==> src/rtl/owrm_pkg.sv <==
// Shared types and constants for the outlier-rejecting window mean block.
package owrm_pkg;

    localparam int WINDOW_DEPTH_DEF = 16;
    localparam int SAMPLE_BITS_DEF  = 16;

    localparam int WS_W       = 5;
    localparam int THR_W      = 16;
    localparam int CFG_IDX_W  = 2;
    localparam int CFG_DATA_W = 16;
    localparam int FILT_W     = 24;
    localparam int FRAC_BITS  = 8;

    localparam logic [CFG_IDX_W-1:0] REG_WINDOW_SIZE = 2'd0;
    localparam logic [CFG_IDX_W-1:0] REG_THRESHOLD   = 2'd1;

    localparam logic [WS_W-1:0]  WS_RESET  = 5'd16;
    localparam logic [THR_W-1:0] THR_RESET = 16'hFFFF;

    localparam logic signed [FILT_W-1:0] FILT_MAX = 24'sh7FFFFF;
    localparam logic signed [FILT_W-1:0] FILT_MIN = 24'sh800000;

    typedef enum logic [1:0] {
        CELL_HOLD,
        CELL_SHIFT,
        CELL_ROTATE
    } cell_op_t;

    typedef enum logic [2:0] {
        ST_IDLE,
        ST_SUM,
        ST_BOUND,
        ST_TEST,
        ST_DRAIN,
        ST_DECIDE,
        ST_DIV,
        ST_OUT
    } state_t;

endpackage

==> src/rtl/outlier_rejecting_window_mean_core.sv <==
// Top level: window cell chain, outlier test sweep, serial mean divider, config and output words.
// The result word follows two rotations of the cell chain and the SAMPLE_BITS+8 step divider;
// the divider is skipped when no sample is kept. One word at a time: the next input is taken in
// the cycle after the result is loaded.
// Reset: window empty, window_size 16, threshold 65535; window cells are not cleared.
module outlier_rejecting_window_mean_core #(
    parameter int WINDOW_DEPTH = owrm_pkg::WINDOW_DEPTH_DEF,
    parameter int SAMPLE_BITS  = owrm_pkg::SAMPLE_BITS_DEF
) (
    input  logic                                   clk,
    input  logic                                   rst_n,

    input  logic                                   cfg_valid,
    output logic                                   cfg_ready,
    input  logic [owrm_pkg::CFG_IDX_W-1:0]         cfg_index,
    input  logic [owrm_pkg::CFG_DATA_W-1:0]        cfg_data,

    input  logic                                   in_valid,
    output logic                                   in_ready,
    input  logic                                   kind,
    input  logic signed [SAMPLE_BITS-1:0]          sample,

    output logic                                   out_valid,
    input  logic                                   out_ready,
    output logic signed [owrm_pkg::FILT_W-1:0]     filtered,
    output logic [$clog2(WINDOW_DEPTH+1)-1:0]      kept_count,
    output logic                                   none_kept
);

    localparam int CW = $clog2(WINDOW_DEPTH + 1);
    localparam int AW = $clog2(WINDOW_DEPTH);
    localparam int SW = SAMPLE_BITS + CW;
    localparam int TW = owrm_pkg::THR_W + CW;
    localparam int LW = (CW > owrm_pkg::WS_W) ? CW : owrm_pkg::WS_W;
    localparam int PW = ((SW > TW + 1) ? SW : TW + 1) + 1;

    owrm_pkg::state_t   state_reg;
    owrm_pkg::state_t   state_next;
    owrm_pkg::cell_op_t cell_op;
    logic               div_start;

    logic [owrm_pkg::WS_W-1:0]  window_size_reg;
    logic [owrm_pkg::THR_W-1:0] threshold_reg;

    logic [CW-1:0] fill_reg;
    logic [CW-1:0] fill_next;
    logic [AW-1:0] t_reg;
    logic          t_last;
    logic          t_in_fill;

    logic signed [SAMPLE_BITS-1:0] cell_val [WINDOW_DEPTH];

    logic signed [SW-1:0]          sum_reg;
    logic [TW-1:0]                 tc_reg;
    logic signed [PW-1:0]          lo_reg;
    logic signed [PW-1:0]          hi_reg;
    logic signed [SW-1:0]          prod_reg;
    logic signed [SAMPLE_BITS-1:0] pval_reg;
    logic                          pv_reg;
    logic signed [SW-1:0]          ksum_reg;
    logic [CW-1:0]                 kept_reg;
    logic                          keep;

    logic signed [owrm_pkg::FILT_W-1:0] res_filtered_reg;
    logic [CW-1:0]                      res_kept_reg;
    logic                               res_none_reg;

    logic signed [owrm_pkg::FILT_W-1:0] filtered_reg;
    logic [CW-1:0]                      kept_count_reg;
    logic                               none_kept_reg;
    logic                               out_valid_reg;

    logic                               div_done;
    logic signed [owrm_pkg::FILT_W-1:0] div_result;

    logic          in_take;
    logic          out_load;
    logic [LW-1:0] ws_x;
    logic [LW-1:0] lim_x;
    logic [CW-1:0] lim;
    logic [CW-1:0] base_fill;
    logic [CW-1:0] inc_fill;

    // window cells: cell 0 holds the newest sample
    genvar gi;
    generate
        for (gi = 0; gi < WINDOW_DEPTH; gi++)
        begin : g_cell
            localparam int PREV = (gi == 0) ? 0 : gi - 1;
            localparam int NEXT = (gi == WINDOW_DEPTH - 1) ? 0 : gi + 1;
            owrm_cell #(
                .SAMPLE_BITS(SAMPLE_BITS)
            ) u_cell (
                .clk       (clk),
                .op        (cell_op),
                .shift_in  ((gi == 0) ? sample : cell_val[PREV]),
                .rotate_in (cell_val[NEXT]),
                .value     (cell_val[gi])
            );
        end
    endgenerate

    owrm_div #(
        .SAMPLE_BITS(SAMPLE_BITS),
        .CNT_W      (CW)
    ) u_div (
        .clk   (clk),
        .rst_n (rst_n),
        .start (div_start),
        .num   (ksum_reg),
        .den   (kept_reg),
        .done  (div_done),
        .result(div_result)
    );

    always_comb
    begin
        ws_x = LW'(window_size_reg);
        if (window_size_reg == '0)
        begin
            lim_x = LW'(1);
        end
        else if (ws_x > LW'(WINDOW_DEPTH))
        begin
            lim_x = LW'(WINDOW_DEPTH);
        end
        else
        begin
            lim_x = ws_x;
        end
        lim       = CW'(lim_x);
        base_fill = kind ? '0 : fill_reg;
        inc_fill  = (base_fill < CW'(WINDOW_DEPTH)) ? base_fill + 1'b1 : base_fill;
        fill_next = (inc_fill > lim) ? lim : inc_fill;
    end

    assign t_last    = (t_reg == AW'(WINDOW_DEPTH - 1));
    assign t_in_fill = (CW'(t_reg) < fill_reg);
    assign in_take   = in_valid && in_ready;
    assign out_load  = (state_reg == owrm_pkg::ST_OUT) && (!out_valid_reg || out_ready);

    assign keep = pv_reg && (PW'(prod_reg) >= lo_reg) && (PW'(prod_reg) <= hi_reg);

    // next state
    always_comb
    begin
        state_next = state_reg;
        case (state_reg)
            owrm_pkg::ST_IDLE:
                if (in_valid)
                begin
                    state_next = owrm_pkg::ST_SUM;
                end
            owrm_pkg::ST_SUM:
                if (t_last)
                begin
                    state_next = owrm_pkg::ST_BOUND;
                end
            owrm_pkg::ST_BOUND:
                state_next = owrm_pkg::ST_TEST;
            owrm_pkg::ST_TEST:
                if (t_last)
                begin
                    state_next = owrm_pkg::ST_DRAIN;
                end
            owrm_pkg::ST_DRAIN:
                state_next = owrm_pkg::ST_DECIDE;
            owrm_pkg::ST_DECIDE:
                state_next = (kept_reg == '0) ? owrm_pkg::ST_OUT : owrm_pkg::ST_DIV;
            owrm_pkg::ST_DIV:
                if (div_done)
                begin
                    state_next = owrm_pkg::ST_OUT;
                end
            owrm_pkg::ST_OUT:
                if (!out_valid_reg || out_ready)
                begin
                    state_next = owrm_pkg::ST_IDLE;
                end
            default:
                state_next = owrm_pkg::ST_IDLE;
        endcase
    end

    // state outputs
    always_comb
    begin
        in_ready  = 1'b0;
        cell_op   = owrm_pkg::CELL_HOLD;
        div_start = 1'b0;
        case (state_reg)
            owrm_pkg::ST_IDLE:
            begin
                in_ready = 1'b1;
                cell_op  = in_valid ? owrm_pkg::CELL_SHIFT : owrm_pkg::CELL_HOLD;
            end
            owrm_pkg::ST_SUM:    cell_op   = owrm_pkg::CELL_ROTATE;
            owrm_pkg::ST_TEST:   cell_op   = owrm_pkg::CELL_ROTATE;
            owrm_pkg::ST_DECIDE: div_start = (kept_reg != '0);
            default:             cell_op   = owrm_pkg::CELL_HOLD;
        endcase
    end

    always_ff @(posedge clk or negedge rst_n)
    begin
        if (!rst_n)
        begin
            state_reg       <= owrm_pkg::ST_IDLE;
            window_size_reg <= owrm_pkg::WS_RESET;
            threshold_reg   <= owrm_pkg::THR_RESET;
            fill_reg        <= '0;
            t_reg           <= '0;
            out_valid_reg   <= 1'b0;
        end
        else
        begin
            state_reg <= state_next;
            if (cfg_valid)
            begin
                case (cfg_index)
                    owrm_pkg::REG_WINDOW_SIZE:
                        window_size_reg <= cfg_data[owrm_pkg::WS_W-1:0];
                    owrm_pkg::REG_THRESHOLD:
                        threshold_reg <= cfg_data[owrm_pkg::THR_W-1:0];
                    default:
                        ;
                endcase
            end
            if (in_take)
            begin
                fill_reg <= fill_next;
            end
            if ((state_reg == owrm_pkg::ST_SUM) || (state_reg == owrm_pkg::ST_TEST))
            begin
                t_reg <= t_last ? '0 : t_reg + 1'b1;
            end
            else
            begin
                t_reg <= '0;
            end
            if (out_load)
            begin
                out_valid_reg <= 1'b1;
            end
            else if (out_ready)
            begin
                out_valid_reg <= 1'b0;
            end
        end
    end

    // datapath: sum sweep, bounds, outlier sweep, result capture
    always_ff @(posedge clk)
    begin
        if (in_take)
        begin
            sum_reg <= '0;
        end
        else if ((state_reg == owrm_pkg::ST_SUM) && t_in_fill)
        begin
            sum_reg <= sum_reg + SW'(cell_val[0]);
        end

        tc_reg <= TW'(threshold_reg) * TW'(fill_reg);

        if (state_reg == owrm_pkg::ST_BOUND)
        begin
            lo_reg   <= PW'(sum_reg) - PW'($signed({1'b0, tc_reg}));
            hi_reg   <= PW'(sum_reg) + PW'($signed({1'b0, tc_reg}));
            ksum_reg <= '0;
            kept_reg <= '0;
        end
        else if (keep)
        begin
            ksum_reg <= ksum_reg + SW'(pval_reg);
            kept_reg <= kept_reg + 1'b1;
        end

        pv_reg   <= (state_reg == owrm_pkg::ST_TEST) && t_in_fill;
        prod_reg <= $signed(SW'({1'b0, fill_reg})) * SW'(cell_val[0]);
        pval_reg <= cell_val[0];

        if ((state_reg == owrm_pkg::ST_DECIDE) && (kept_reg == '0))
        begin
            res_filtered_reg <= '0;
            res_kept_reg     <= '0;
            res_none_reg     <= 1'b1;
        end
        else if ((state_reg == owrm_pkg::ST_DIV) && div_done)
        begin
            res_filtered_reg <= div_result;
            res_kept_reg     <= kept_reg;
            res_none_reg     <= 1'b0;
        end

        if (out_load)
        begin
            filtered_reg   <= res_filtered_reg;
            kept_count_reg <= res_kept_reg;
            none_kept_reg  <= res_none_reg;
        end
    end

    assign cfg_ready  = 1'b1;
    assign out_valid  = out_valid_reg;
    assign filtered   = filtered_reg;
    assign kept_count = kept_count_reg;
    assign none_kept  = none_kept_reg;

endmodule

==> src/rtl/owrm_cell.sv <==
// One window cell: holds a sample, shifts in from the newer side or rotates from the older side.
module owrm_cell #(
    parameter int SAMPLE_BITS = owrm_pkg::SAMPLE_BITS_DEF
) (
    input  logic                          clk,
    input  owrm_pkg::cell_op_t            op,
    input  logic signed [SAMPLE_BITS-1:0] shift_in,
    input  logic signed [SAMPLE_BITS-1:0] rotate_in,
    output logic signed [SAMPLE_BITS-1:0] value
);

    logic signed [SAMPLE_BITS-1:0] value_reg;
    logic signed [SAMPLE_BITS-1:0] value_next;

    always_comb
    begin
        case (op)
            owrm_pkg::CELL_SHIFT:  value_next = shift_in;
            owrm_pkg::CELL_ROTATE: value_next = rotate_in;
            default:               value_next = value_reg;
        endcase
    end

    always_ff @(posedge clk)
    begin
        value_reg <= value_next;
    end

    assign value = value_reg;

endmodule

==> src/rtl/owrm_div.sv <==
// Bit-serial signed divider for the kept mean, with 8 fraction bits and 24-bit saturation.
module owrm_div #(
    parameter int SAMPLE_BITS = owrm_pkg::SAMPLE_BITS_DEF,
    parameter int CNT_W       = 5
) (
    input  logic                                clk,
    input  logic                                rst_n,
    input  logic                                start,
    input  logic signed [SAMPLE_BITS+CNT_W-1:0] num,
    input  logic        [CNT_W-1:0]             den,
    output logic                                done,
    output logic signed [owrm_pkg::FILT_W-1:0]  result
);

    localparam int SW  = SAMPLE_BITS + CNT_W;
    localparam int QB  = SAMPLE_BITS + owrm_pkg::FRAC_BITS;
    localparam int NW  = QB + CNT_W;
    localparam int STW = $clog2(QB);
    localparam int EW  = (QB + 1 > owrm_pkg::FILT_W + 1) ? QB + 1 : owrm_pkg::FILT_W + 1;

    localparam logic signed [EW-1:0] MAX_X = EW'(owrm_pkg::FILT_MAX);
    localparam logic signed [EW-1:0] MIN_X = EW'(owrm_pkg::FILT_MIN);

    logic                busy_reg;
    logic                fin_reg;
    logic [STW-1:0]      step_reg;
    logic                neg_reg;
    logic [CNT_W-1:0]    rem_reg;
    logic [QB-1:0]       q_reg;
    logic [CNT_W-1:0]    den_reg;

    logic [SW-1:0]       mag;
    logic [NW-1:0]       numer;
    logic [CNT_W:0]      cat;
    logic [CNT_W+1:0]    diff;
    logic                borrow;
    logic [CNT_W-1:0]    rem_next;
    logic [QB-1:0]       q_next;
    logic signed [QB:0]  q_signed;
    logic signed [QB:0]  q_final;
    logic signed [EW-1:0] q_ext;

    always_comb
    begin
        mag      = num[SW-1] ? SW'(-num) : SW'(num);
        numer    = {mag, {owrm_pkg::FRAC_BITS{1'b0}}};
        cat      = {rem_reg, q_reg[QB-1]};
        diff     = {1'b0, cat} - {2'b00, den_reg};
        borrow   = diff[CNT_W+1];
        rem_next = borrow ? cat[CNT_W-1:0] : diff[CNT_W-1:0];
        q_next   = {q_reg[QB-2:0], ~borrow};
    end

    always_ff @(posedge clk or negedge rst_n)
    begin
        if (!rst_n)
        begin
            busy_reg <= 1'b0;
            fin_reg  <= 1'b0;
            step_reg <= '0;
        end
        else
        begin
            fin_reg <= busy_reg && (step_reg == STW'(QB - 1));
            if (start)
            begin
                busy_reg <= 1'b1;
                step_reg <= '0;
            end
            else if (busy_reg)
            begin
                if (step_reg == STW'(QB - 1))
                begin
                    busy_reg <= 1'b0;
                end
                step_reg <= step_reg + 1'b1;
            end
        end
    end

    always_ff @(posedge clk)
    begin
        if (start)
        begin
            neg_reg <= num[SW-1];
            rem_reg <= numer[NW-1:QB];
            q_reg   <= numer[QB-1:0];
            den_reg <= den;
        end
        else if (busy_reg)
        begin
            rem_reg <= rem_next;
            q_reg   <= q_next;
        end
    end

    // magnitude quotient back to signed, then clamp to the output range
    always_comb
    begin
        q_signed = $signed({1'b0, q_reg});
        q_final  = neg_reg ? -q_signed : q_signed;
        q_ext    = EW'(q_final);
        if (q_ext > MAX_X)
        begin
            result = owrm_pkg::FILT_MAX;
        end
        else if (q_ext < MIN_X)
        begin
            result = owrm_pkg::FILT_MIN;
        end
        else
        begin
            result = q_ext[owrm_pkg::FILT_W-1:0];
        end
    end

    assign done = fin_reg;

endmodule
==> config.mk <==
export PLATFORM = sky130hd
export DESIGN_NAME = outlier_rejecting_window_mean_core
export DESIGN_NICKNAME = d
export VERILOG_FILES = /design/src/rtl/owrm_pkg.sv /design/src/rtl/outlier_rejecting_window_mean_core.sv /design/src/rtl/owrm_cell.sv /design/src/rtl/owrm_div.sv
export SDC_FILE = /design/constraint.sdc
export NUM_CORES = 1
export LEC_CHECK = 0
export BUFFER_PORTS_ARGS = -buffer_cell sky130_fd_sc_hd__buf_4
export CORE_ASPECT_RATIO = 2
export CORE_MARGIN = 2
export CORE_UTILIZATION = 30
export CTS_CLUSTER_SIZE = 40
export DETAILED_ROUTE_END_ITERATION = 6
export PLACE_DENSITY_LB_ADDON = 0.3
export SYNTH_ARGS = -nofsm -noshare
export SYNTH_HDL_FRONTEND = slang
export SYNTH_SLANG_ARGS = --single-unit
==> constraint.sdc <==
create_clock -name clk -period 9.2 [get_ports clk]
set_input_delay 1.38 -clock clk [delete_from_list [all_inputs] [get_ports clk]]
set_output_delay 1.38 -clock clk [all_outputs]
set_load 0.05 [all_outputs]
==> summary.txt, run 1 <==
Clock buffer depth = 3
First-pass GRT wire length = 115000 um
Vias per cell = 4.78
Syn_nets = 3199
FILL cells = 10616
Initial Util = 30.1%
Final worst slack = 3.99 ns
Setup crit end kind = flop
Row cnt = 169
Final setup violation count = 0
Post-synthesis sequential area ratio = 46.1%
Worst hold-check path type = flop to flop
Largest cells by area after synthesis = edfxtp_1 (34%), mux2_2 (9.8%), dfxtp_1 (9.0%), ha_1 (8.5%), fa_1 (6.0%)
Root Buffer = clkbuf_16
Total gr overflow = 0
EDFF count, synth = 358
Critical path's most frequent cell = fa_1
Avg Cell Area, Syn = 11.2 um2
Setup TNS = 0 ns
Initial antenna violation count = 5
Largest net degree at the start of global routing = 206
Final Non-Filler Cells = 4293
Worst-path fanout max = 22
# DRC = 0
Via Count = 20500
Max stage delay cell, worst path = dfrtp_1
Routed Antenna Nets = 0
P&R area growth vs syn = 11.8%
Pre-CTS setup slack = 3.95 ns
DRT Wirelength = 73500 um
Skew final = 0.0556 ns
Core Area = 0.106 mm2
Ys async rst share = 7.55%
Rel. slew slack = 22.5%
Max-cap violations = 0
Die Area = 0.109 mm2
Worst hold slack = 0.434 ns
RSZ-0062 raised after global routing = false
Synth unique cells = 77
Gpl congestion = 0.847
Worst setup SP type = flop
Post-CTS sizing = 0
Dpl cells = 4196
Clk_lat worst skew = 0.67 ns
Syn Inst Count = 2848
Required time worst endpoint = 9.76 ns
Max-slew violation count = 0
Hold-fix buffers, CTS = 0
Htree depth = 2
Crit-path cells = buf_4 > and2_1 > fa_1 > fa_1 > inv_1 > fa_1 > inv_1 > ha_1 > a21o_1 > a21o_1 > a21oi_1 > o311ai_0 > a2111oi_0 > o31ai_1 > a21oi_1 > xnor2_1
Final hold vios = 0
Cts bufs inserted = 52
Synth Warn # = 0
Commonest register cell after synthesis = edfxtp_1
Io pins = 73
Synth area leader = edfxtp_1
Number of port buffers = 71
Die Y = 465 um
F_max = 0.192 GHz
Least-Margin Pin Slew = 1.16 ns
WS Path Type = flop to flop
Yosys reg bits = 543
Clock sink total = 543
Vias in the first global route = 21132
Layout cells sized above 1 = 16.7%
CTS tree = done
DR pass1 iterations = 5
Worst-path clk slew = 0.07 ns
Post-synth top cells = edfxtp_1 (358), inv_1 (279), mux2_2 (276), ha_1 (216), a21oi_1 (163)
Worst EP arrival = 5.77 ns
WL/cell = 17.1 um
Starting DRT DRC Count = 1043
Period utilisation layout = 56.6%
Outcome = complete, no violations
Max FFs per register = 256
Post-CTS Setup Bufs = 0
Post-detail-place hpwl = 56100 um
Slowest Stage Delay on Critical Path = 0.66 ns
Final net count = 3233
Area of the multi-input gates = 0.0157 mm2
Die X = 234 um
Tmin final = 5.21 ns
Register Area = 0.0147 mm2
Share of the synthesized area in the top cell type = 33.7%
Cell area after synthesis = 0.0319 mm2
Top-count cell post-synth = edfxtp_1
Aggregate global-route resource usage = 13.5%
## final cells by class
cell class                 instances  area share (%)
multi-input combinational       1911            44.1
sequential                       543            41.2
tap                             1368            4.81
clock buffer                      64            3.90
inverter                         282            2.99
timing repair buffer              92            2.01
clock inverter                    31           0.963
antenna                            2          0.0141
## critical path, delay by kind of cell, from the launching register on
family,cells,cell delay [ns]
adders and majority gates,4,1.80
xor gates and xnor gates,1,0.15
buffers and inverters,3,0.44
and+or+nand+nor,1,0.19
AOI/OAI and AO/OA,7,1.90
DFF,1,0.66
## logic make-up after synthesis
family | synth area share, %
simple gates | 10.6
mux | 10.8
xor+xnor | 4.15
other cells | 0.0118
fa+ha+maj | 14.5
buf+inv | 4.71
compound gates | 9.18
flops | 46.1
## layout by cell type, fill, tap and decap left out, types with 12 or more instances in the layout
| cell | netlist | layout |
|---|---|---|
| dfrtp_1 | 24 | 24 |
| mux2i_1 | 34 | 34 |
| o31ai_1 | 23 | 23 |
| nor3_1 | 34 | 33 |
| nand2_1 | 141 | 141 |
| nand3_1 | 52 | 52 |
| edfxtp_1 | 358 | 358 |
| o22ai_1 | 21 | 21 |
| a21o_1 | 31 | 31 |
| and2_1 | 137 | 137 |
| nor2_1 | 153 | 152 |
| nand2b_1 | 24 | 24 |
| xnor2_1 | 111 | 111 |
| a21oi_1 | 163 | 163 |
| buf_4 | 1 | 90 |
| fa_1 | 95 | 95 |
| or3_1 | 22 | 22 |
| a211oi_1 | 17 | 17 |
| nand4_1 | 16 | 16 |
| o21ai_0 | 98 | 98 |
| dfxtp_1 | 144 | 144 |
| o21a_1 | 13 | 13 |
| clkbuf_16 | 0 | 54 |
| xor2_1 | 38 | 38 |
| nor2b_1 | 24 | 24 |
| inv_1 | 279 | 278 |
| ha_1 | 216 | 215 |
| o21ai_1 | 22 | 22 |
| mux2_2 | 276 | 276 |
| dfstp_2 | 17 | 17 |
| nor4_1 | 12 | 12 |
| o21bai_1 | 16 | 16 |
| a31oi_1 | 15 | 15 |
## metal layers
layer | global-route usage (%) | vias up | share of wire, %
met5 | 0 | - | 0.039
met4 | 6.26 | 4 | 4.4
met3 | 1.39 | 131 | 2.2
met2 | 26.9 | 257 | 57
met1 | 13.5 | 10013 | 37
li1 | - | 10095 | -
## through the flow
stage          utilization (%)  area [um2]
6_report                  33.7       35600
5_1_grt                   33.7       35600
4_1_cts                   33.7       35600
3_5_place_dp              32.0       33900
3_3_place_gp              32.0       33900
2_1_floorplan                -       31900
## final timing paths
kind | start | endpoint | slack (ns) | depth (start not counted)
setup / recovery | fill_reg[0]$_DFFE_PN0P_ | prod_reg[20]$_DFF_P_ | 3.99 | 16
hold / removal | res_filtered_reg[3]$_SDFFE_PP0P_ | filtered[3]$_DFFE_PP_ | 0.43 | 0
setup reg to reg | fill_reg[0]$_DFFE_PN0P_ | prod_reg[20]$_DFF_P_ | 3.99 | 16
hold reg to reg | res_filtered_reg[3]$_SDFFE_PP0P_ | filtered[3]$_DFFE_PP_ | 0.43 | 0
max in group asynchronous | rst_n | t_reg[1]$_DFF_PN0_ | 7.92 | 1
min in group asynchronous | rst_n | u_div.step_reg[2]$_DFFE_PN0P_ | 0.80 | 1
Power of run 1 is left out: the tool's default activity adds up to more than one toggle a clock period on the data nets, which glitch-free logic cannot reach.
==> run 2: changes to the inputs <==
Clock period 9.2 ns to 4.3 ns, I/O delays scaled along.
==> run 2 against run 1 <==
Compared with the run above:
- via count up 1.3%
- clock skew is 0.0092 ns higher
- core utilization rose by 1.4 points
- register-to-register slack worse by 4.0 ns
- non-clock buffer count grew 137
- global-route usage shrank 0.11 points
- first-iteration DRC count fell by 27%
- sequential cell count unchanged
- design area rose by 4.2%
- die area did not move
- clock-buffer cell count down 3
- critical path depth is 1 higher
==> summary.txt, run 2 (synthesis results as in run 1) <==
Clock sink total = 543
Register Area = 0.0147 mm2
DRT Wirelength = 73200 um
Total gr overflow = 0
Cts bufs inserted = 52
Worst EP arrival = 4.86 ns
Max FFs per register = 256
P&R area growth vs syn = 16.4%
Period utilisation layout = 100%
Final net count = 3370
Dpl cells = 4316
Most frequent cells in the layout = edfxtp_1 (358), mux2_2 (276), inv_1 (274)
WL/cell = 16.5 um
Worst hold-check path type = input port to async pin
CTS tree = done
Row cnt = 169
F_max = 0.233 GHz
Initial antenna violation count = 2
Via Count = 20757
Area post-placement = 0.0349 mm2
Commonest non-fill, non-tap cell in the layout = edfxtp_1
Die X = 234 um
Final instance area = 0.0371 mm2
Core Area = 0.106 mm2
Rel. slew slack = 25.2%
Gpl congestion = 0.850
Vias in the first global route = 21476
Io pins = 73
Worst-path clk slew = 0.08 ns
# DRC = 0
Area of the multi-input gates = 0.0161 mm2
Post-detail-place hpwl = 55800 um
Flop2flop setup slack = 0.0007 ns
Initial Util = 30.1%
Aggregate global-route resource usage = 13.4%
Clk_lat worst skew = 0.66 ns
Die Y = 465 um
RSZ-0062 raised after global routing = true
Final setup violation count = 0
Least-Margin Pin Slew = 1.12 ns
Clock buffer depth = 3
FILL cells = 10532
Setup crit end kind = flop
Largest net degree at the start of global routing = 136
Layout cells sized above 1 = 22.5%
Number of port buffers = 71
Required time worst endpoint = 4.86 ns
Final hold vios = 0
Starting DRT DRC Count = 764
Skew final = 0.0648 ns
Max-cap violations = 0
Outcome = complete, no violations
Root Buffer = clkbuf_16
WS Path Type = flop to flop
Vias per cell = 4.69
Max-slew violation count = 0
Final Non-Filler Cells = 4429
Worst-path fanout max = 4
Htree depth = 2
Die Area = 0.109 mm2
Post-layout util = 35.1%
First-pass GRT wire length = 115000 um
Worst setup SP type = flop
Routed Antenna Nets = 0
R2R cell count = 17
Tmin final = 4.30 ns
DR pass1 iterations = 4
-- run 2: changes by cell type in the layout (fill, tap and decap cells not counted), moves of 6 or more --
| cell | before | now |
|---|---|---|
| a21oi_2 | 0 | 7 |
| and2_4 | 0 | 8 |
| ha_4 | 1 | 11 |
| buf_6 | 0 | 8 |
| a21oi_1 | 163 | 152 |
| ha_1 | 215 | 203 |
| buf_4 | 90 | 212 |
| and2_1 | 137 | 129 |
| o21ai_0 | 98 | 92 |
-- run 2: per-stage QoR --
stage | hold WS [ns] | setup TNS (ns) | worst slack, ns
2_1_floorplan | 0.349 | -419.20 | -1.64
3_3_place_gp | 0.414 | -1.32 | -0.242
3_5_place_dp | 0.417 | -1.81 | -0.331
4_1_cts | 0.0282 | -0.0297 | -0.0297
5_1_grt | 0.0594 | -0.233 | -0.181
6_report | 0.0417 | 0 | 0.000671
-- run 2: final timing paths --
kind                                                    from                              to
worst max-delay path                 fill_reg[1]$_DFFE_PN0P_            prod_reg[20]$_DFF_P_
max in group asynchronous                              rst_n         fill_reg[4]$_DFFE_PN0P_
worst min register to register  res_kept_reg[4]$_SDFFE_PP0P_         kept_count[4]$_DFFE_PP_
min in group clk                                 cfg_data[0]  window_size_reg[0]$_DFFE_PN0P_
worst max register to register       fill_reg[1]$_DFFE_PN0P_            prod_reg[20]$_DFF_P_
worst min-delay path                                   rst_n         fill_reg[2]$_DFFE_PN0P_
-- run 2: per-layer routing --
metal / global-route usage, % / part of all wire [%] / up-vias
li1: - / - / 10354
met1: 13.7 / 37 / 9974
met2: 25.7 / 55 / 282
met3: 1.66 / 2.7 / 147
met4: 7.05 / 5.6 / 0
met5: 0 / 0 / -
-- run 2: layout make-up --
class	count	area share [%]
inverter	282	2.86
timing repair buffer	229	5.02
clock buffer	61	3.63
clock inverter	34	0.873
tap	1368	4.61
antenna	1	0.00674
multi-input combinational	1911	43.4
sequential	543	39.6
-- run 2: critical path, cell delays in order (launching register included) --
cell and delay, ns:
dfrtp_2 0.43, buf_4 0.16, and2_1 0.14, fa_1 0.47, fa_1 0.53, inv_2 0.04
fa_1 0.49, inv_2 0.05, ha_4 0.23, a21o_1 0.18, a21o_1 0.19, a21oi_2 0.21
o311ai_4 0.15, a2111oi_4 0.40, buf_4 0.19, o31ai_4 0.06, a21oi_2 0.15, xnor2_1 0.13
-- run 2: what timing repair did --
item	CTS	global route
resized for setup	41	52
hold buffers	0	0
gates cloned	0	1
setup buffers	3	13
setup endpoints to repair	15	15
pin swaps	23	57
Power of run 2 is left out for the same reason.
==> run 3: changes to the inputs <==
Settings changed: SKIP_LAST_GASP set to 1, SYNTH_HIERARCHICAL set to 1.
==> run 3 against run 2 <==
Compared with the run above:
- final cell count up 0.34%
- die area up 4.0%
- area after synthesis up 4.0%
- clock skew up 0.0032 ns
- synthesized cell count up 0.42%
- critical path type unchanged
- critical endpoint unchanged
==> summary.txt, run 3 <==
Hold-fix buffers, CTS = 0
EDFF count, synth = 358
WL/cell = 18.8 um
CP top delay family = adder cells
Max-cap violations = 0
Number of port buffers = 71
Period utilisation layout = 97.3%
Cts bufs inserted = 54
Core Area = 0.110 mm2
Initial antenna violation count = 1
Die X = 239 um
Least-Margin Pin Slew = 1.09 ns
Worst EP arrival = 4.72 ns
Crit path depth = 14
Die Y = 474 um
Vias per cell = 4.72
Final net count = 3372
Top-count cell post-synth = edfxtp_1
Synth Warn # = 6
P&R area growth vs syn = 13.5%
Largest net degree at the start of global routing = 73
DR pass1 iterations = 5
CTS tree = done
Post-synth top cells = edfxtp_1 (358), inv_1 (305), ha_1 (231), nand2_1 (179), mux2_4 (160)
Commonest non-fill, non-tap cell in the layout = edfxtp_1
Worst setup SP type = flop
F_max = 0.239 GHz
Starting DRT DRC Count = 1102
Clock buffer depth = 3
FILL cells = 11002
Total gr overflow = 0
Flop2flop setup slack = 0.12 ns
Worst-path fanout max = 7
Routed Antenna Nets = 0
Final setup violation count = 0
Pre-CTS setup slack = -0.0365 ns
Synth area leader = edfxtp_1
Largest cells by area after synthesis = edfxtp_1 (32%), ha_1 (8.7%), dfxtp_1 (8.7%), mux2_4 (7.2%), fa_1 (5.7%)
Tmin final = 4.18 ns
Crit-path cells = buf_4 > and2_1 > fa_1 > fa_1 > inv_1 > fa_1 > inv_1 > ha_1 > and3_1 > a211o_1 > nand2_1 > o311ai_0 > a21oi_1 > xnor2_1
Final hold vios = 0
Rel. slew slack = 27.1%
Avg Cell Area, Syn = 11.6 um2
Worst hold slack = 0.0445 ns
Clock sink total = 543
Setup TNS = 0 ns
Setup crit end kind = flop
Crit path buffers/inverters = 3
Post-synthesis sequential area ratio = 44.3%
DRT Wirelength = 83500 um
Max FFs per register = 256
Ys async rst share = 7.55%
Yosys reg bits = 543
Row cnt = 172
Root Buffer = clkbuf_16
Aggregate global-route resource usage = 14.7%
Commonest register cell after synthesis = edfxtp_1
Required time worst endpoint = 4.83 ns
First-pass GRT wire length = 127000 um
Vias in the first global route = 21771
Layout cells sized above 1 = 20.9%
Most frequent cells in the layout = edfxtp_1 (358), inv_1 (305), ha_1 (229)
Worst-path clk slew = 0.07 ns
Final instance area = 0.0376 mm2
Critical path's most frequent cell = fa_1
# DRC = 0
Syn_nets = 3226
Share of the synthesized area in the top cell type = 32.4%
Max stage delay cell, worst path = fa_1
Area post-placement = 0.0356 mm2
Max-slew violation count = 0
Initial Util = 30.2%
Via Count = 20983
Worst hold-check path type = input port to async pin
Gpl congestion = 0.857
WS Path Type = flop to flop
RSZ-0062 raised after global routing = true
Io pins = 73
Capturing point of the worst reg2reg path = prod_reg[20]$_DFF_P_
Synth unique cells = 80
Post-detail-place hpwl = 65800 um
Htree depth = 2
Syn Inst Count = 2860
R2R cell count = 14
Skew final = 0.0680 ns
Slowest Stage Delay on Critical Path = 0.54 ns
Cell area after synthesis = 0.0331 mm2
Outcome = complete, no violations
Die Area = 0.113 mm2
Clk_lat worst skew = 0.68 ns
FF-to-FF Start = g_cell[0].u_cell/value[8]$_DFFE_PP_
Final worst slack = 0.117 ns
Ant diodes = 0
[run 3: layer usage]
| metal | up-vias | global-route usage, % | wire (um) |
|---|---|---|---|
| met5 | - | 0 | 0 |
| met4 | 0 | 8.68 | 5380 |
| met3 | 174 | 1.63 | 1910 |
| met2 | 320 | 29.1 | 46400 |
| met1 | 10206 | 14.4 | 29800 |
| li1 | 10283 | - | - |
[run 3: final cells by class]
| type | count | area [um2] | share of cell area [%] |
|---|---|---|---|
| flip-flops and latches | 543 | 14700 | 39.0 |
| well taps | 1392 | 1740 | 4.63 |
| repair buffers | 198 | 1530 | 4.06 |
| clock inverters | 40 | 502 | 1.33 |
| multi-input cells | 1903 | 16600 | 44.1 |
| inverters | 306 | 1150 | 3.05 |
| clock buffers | 62 | 1420 | 3.78 |
[run 3: how the worst max path moves through the flow]
stage / start / to
after floorplan: fill_reg[2]$_DFFE_PN0P_ / tc_reg[20]$_DFF_P_
after global placement: fill_reg[2]$_DFFE_PN0P_ / prod_reg[17]$_DFF_P_
after detailed placement: fill_reg[2]$_DFFE_PN0P_ / prod_reg[20]$_DFF_P_
after CTS: fill_reg[4]$_DFFE_PN0P_ / tc_reg[20]$_DFF_P_
after global routing: g_cell[0].u_cell/value[4]$_DFFE_PP_ / prod_reg[19]$_DFF_P_
final: g_cell[0].u_cell/value[8]$_DFFE_PP_ / prod_reg[20]$_DFF_P_
[run 3: logic make-up after synthesis]
group                      count (synthesis)  synth area share [%]
and+or+nand+nor                          672                  10.4
DFF                                      543                  44.3
AOI/OAI and AO/OA                        444                  8.71
buffers and inverters                    414                  5.96
adders and majority gates                326                  14.5
muxes                                    313                  12.3
xor gates and xnor gates                 147                  3.88
other                                      1                0.0113
[run 3: metrics by stage]
stage / util [%] / cells
2_1_floorplan: - / 2860
3_3_place_gp: 32.4 / 4341
3_5_place_dp: 32.4 / 4341
4_1_cts: 34.2 / 4443
5_1_grt: 34.3 / 4444
6_report: 34.3 / 4444
[run 3: repair_timing]
action                                  CTS  global route
endpoints found under the setup margin    6            15
resized for setup                         3            22
setup buffers                             0             1
pin swaps                                 0             6
cloned                                    0             0
Power of run 3 is left out for the same reason.
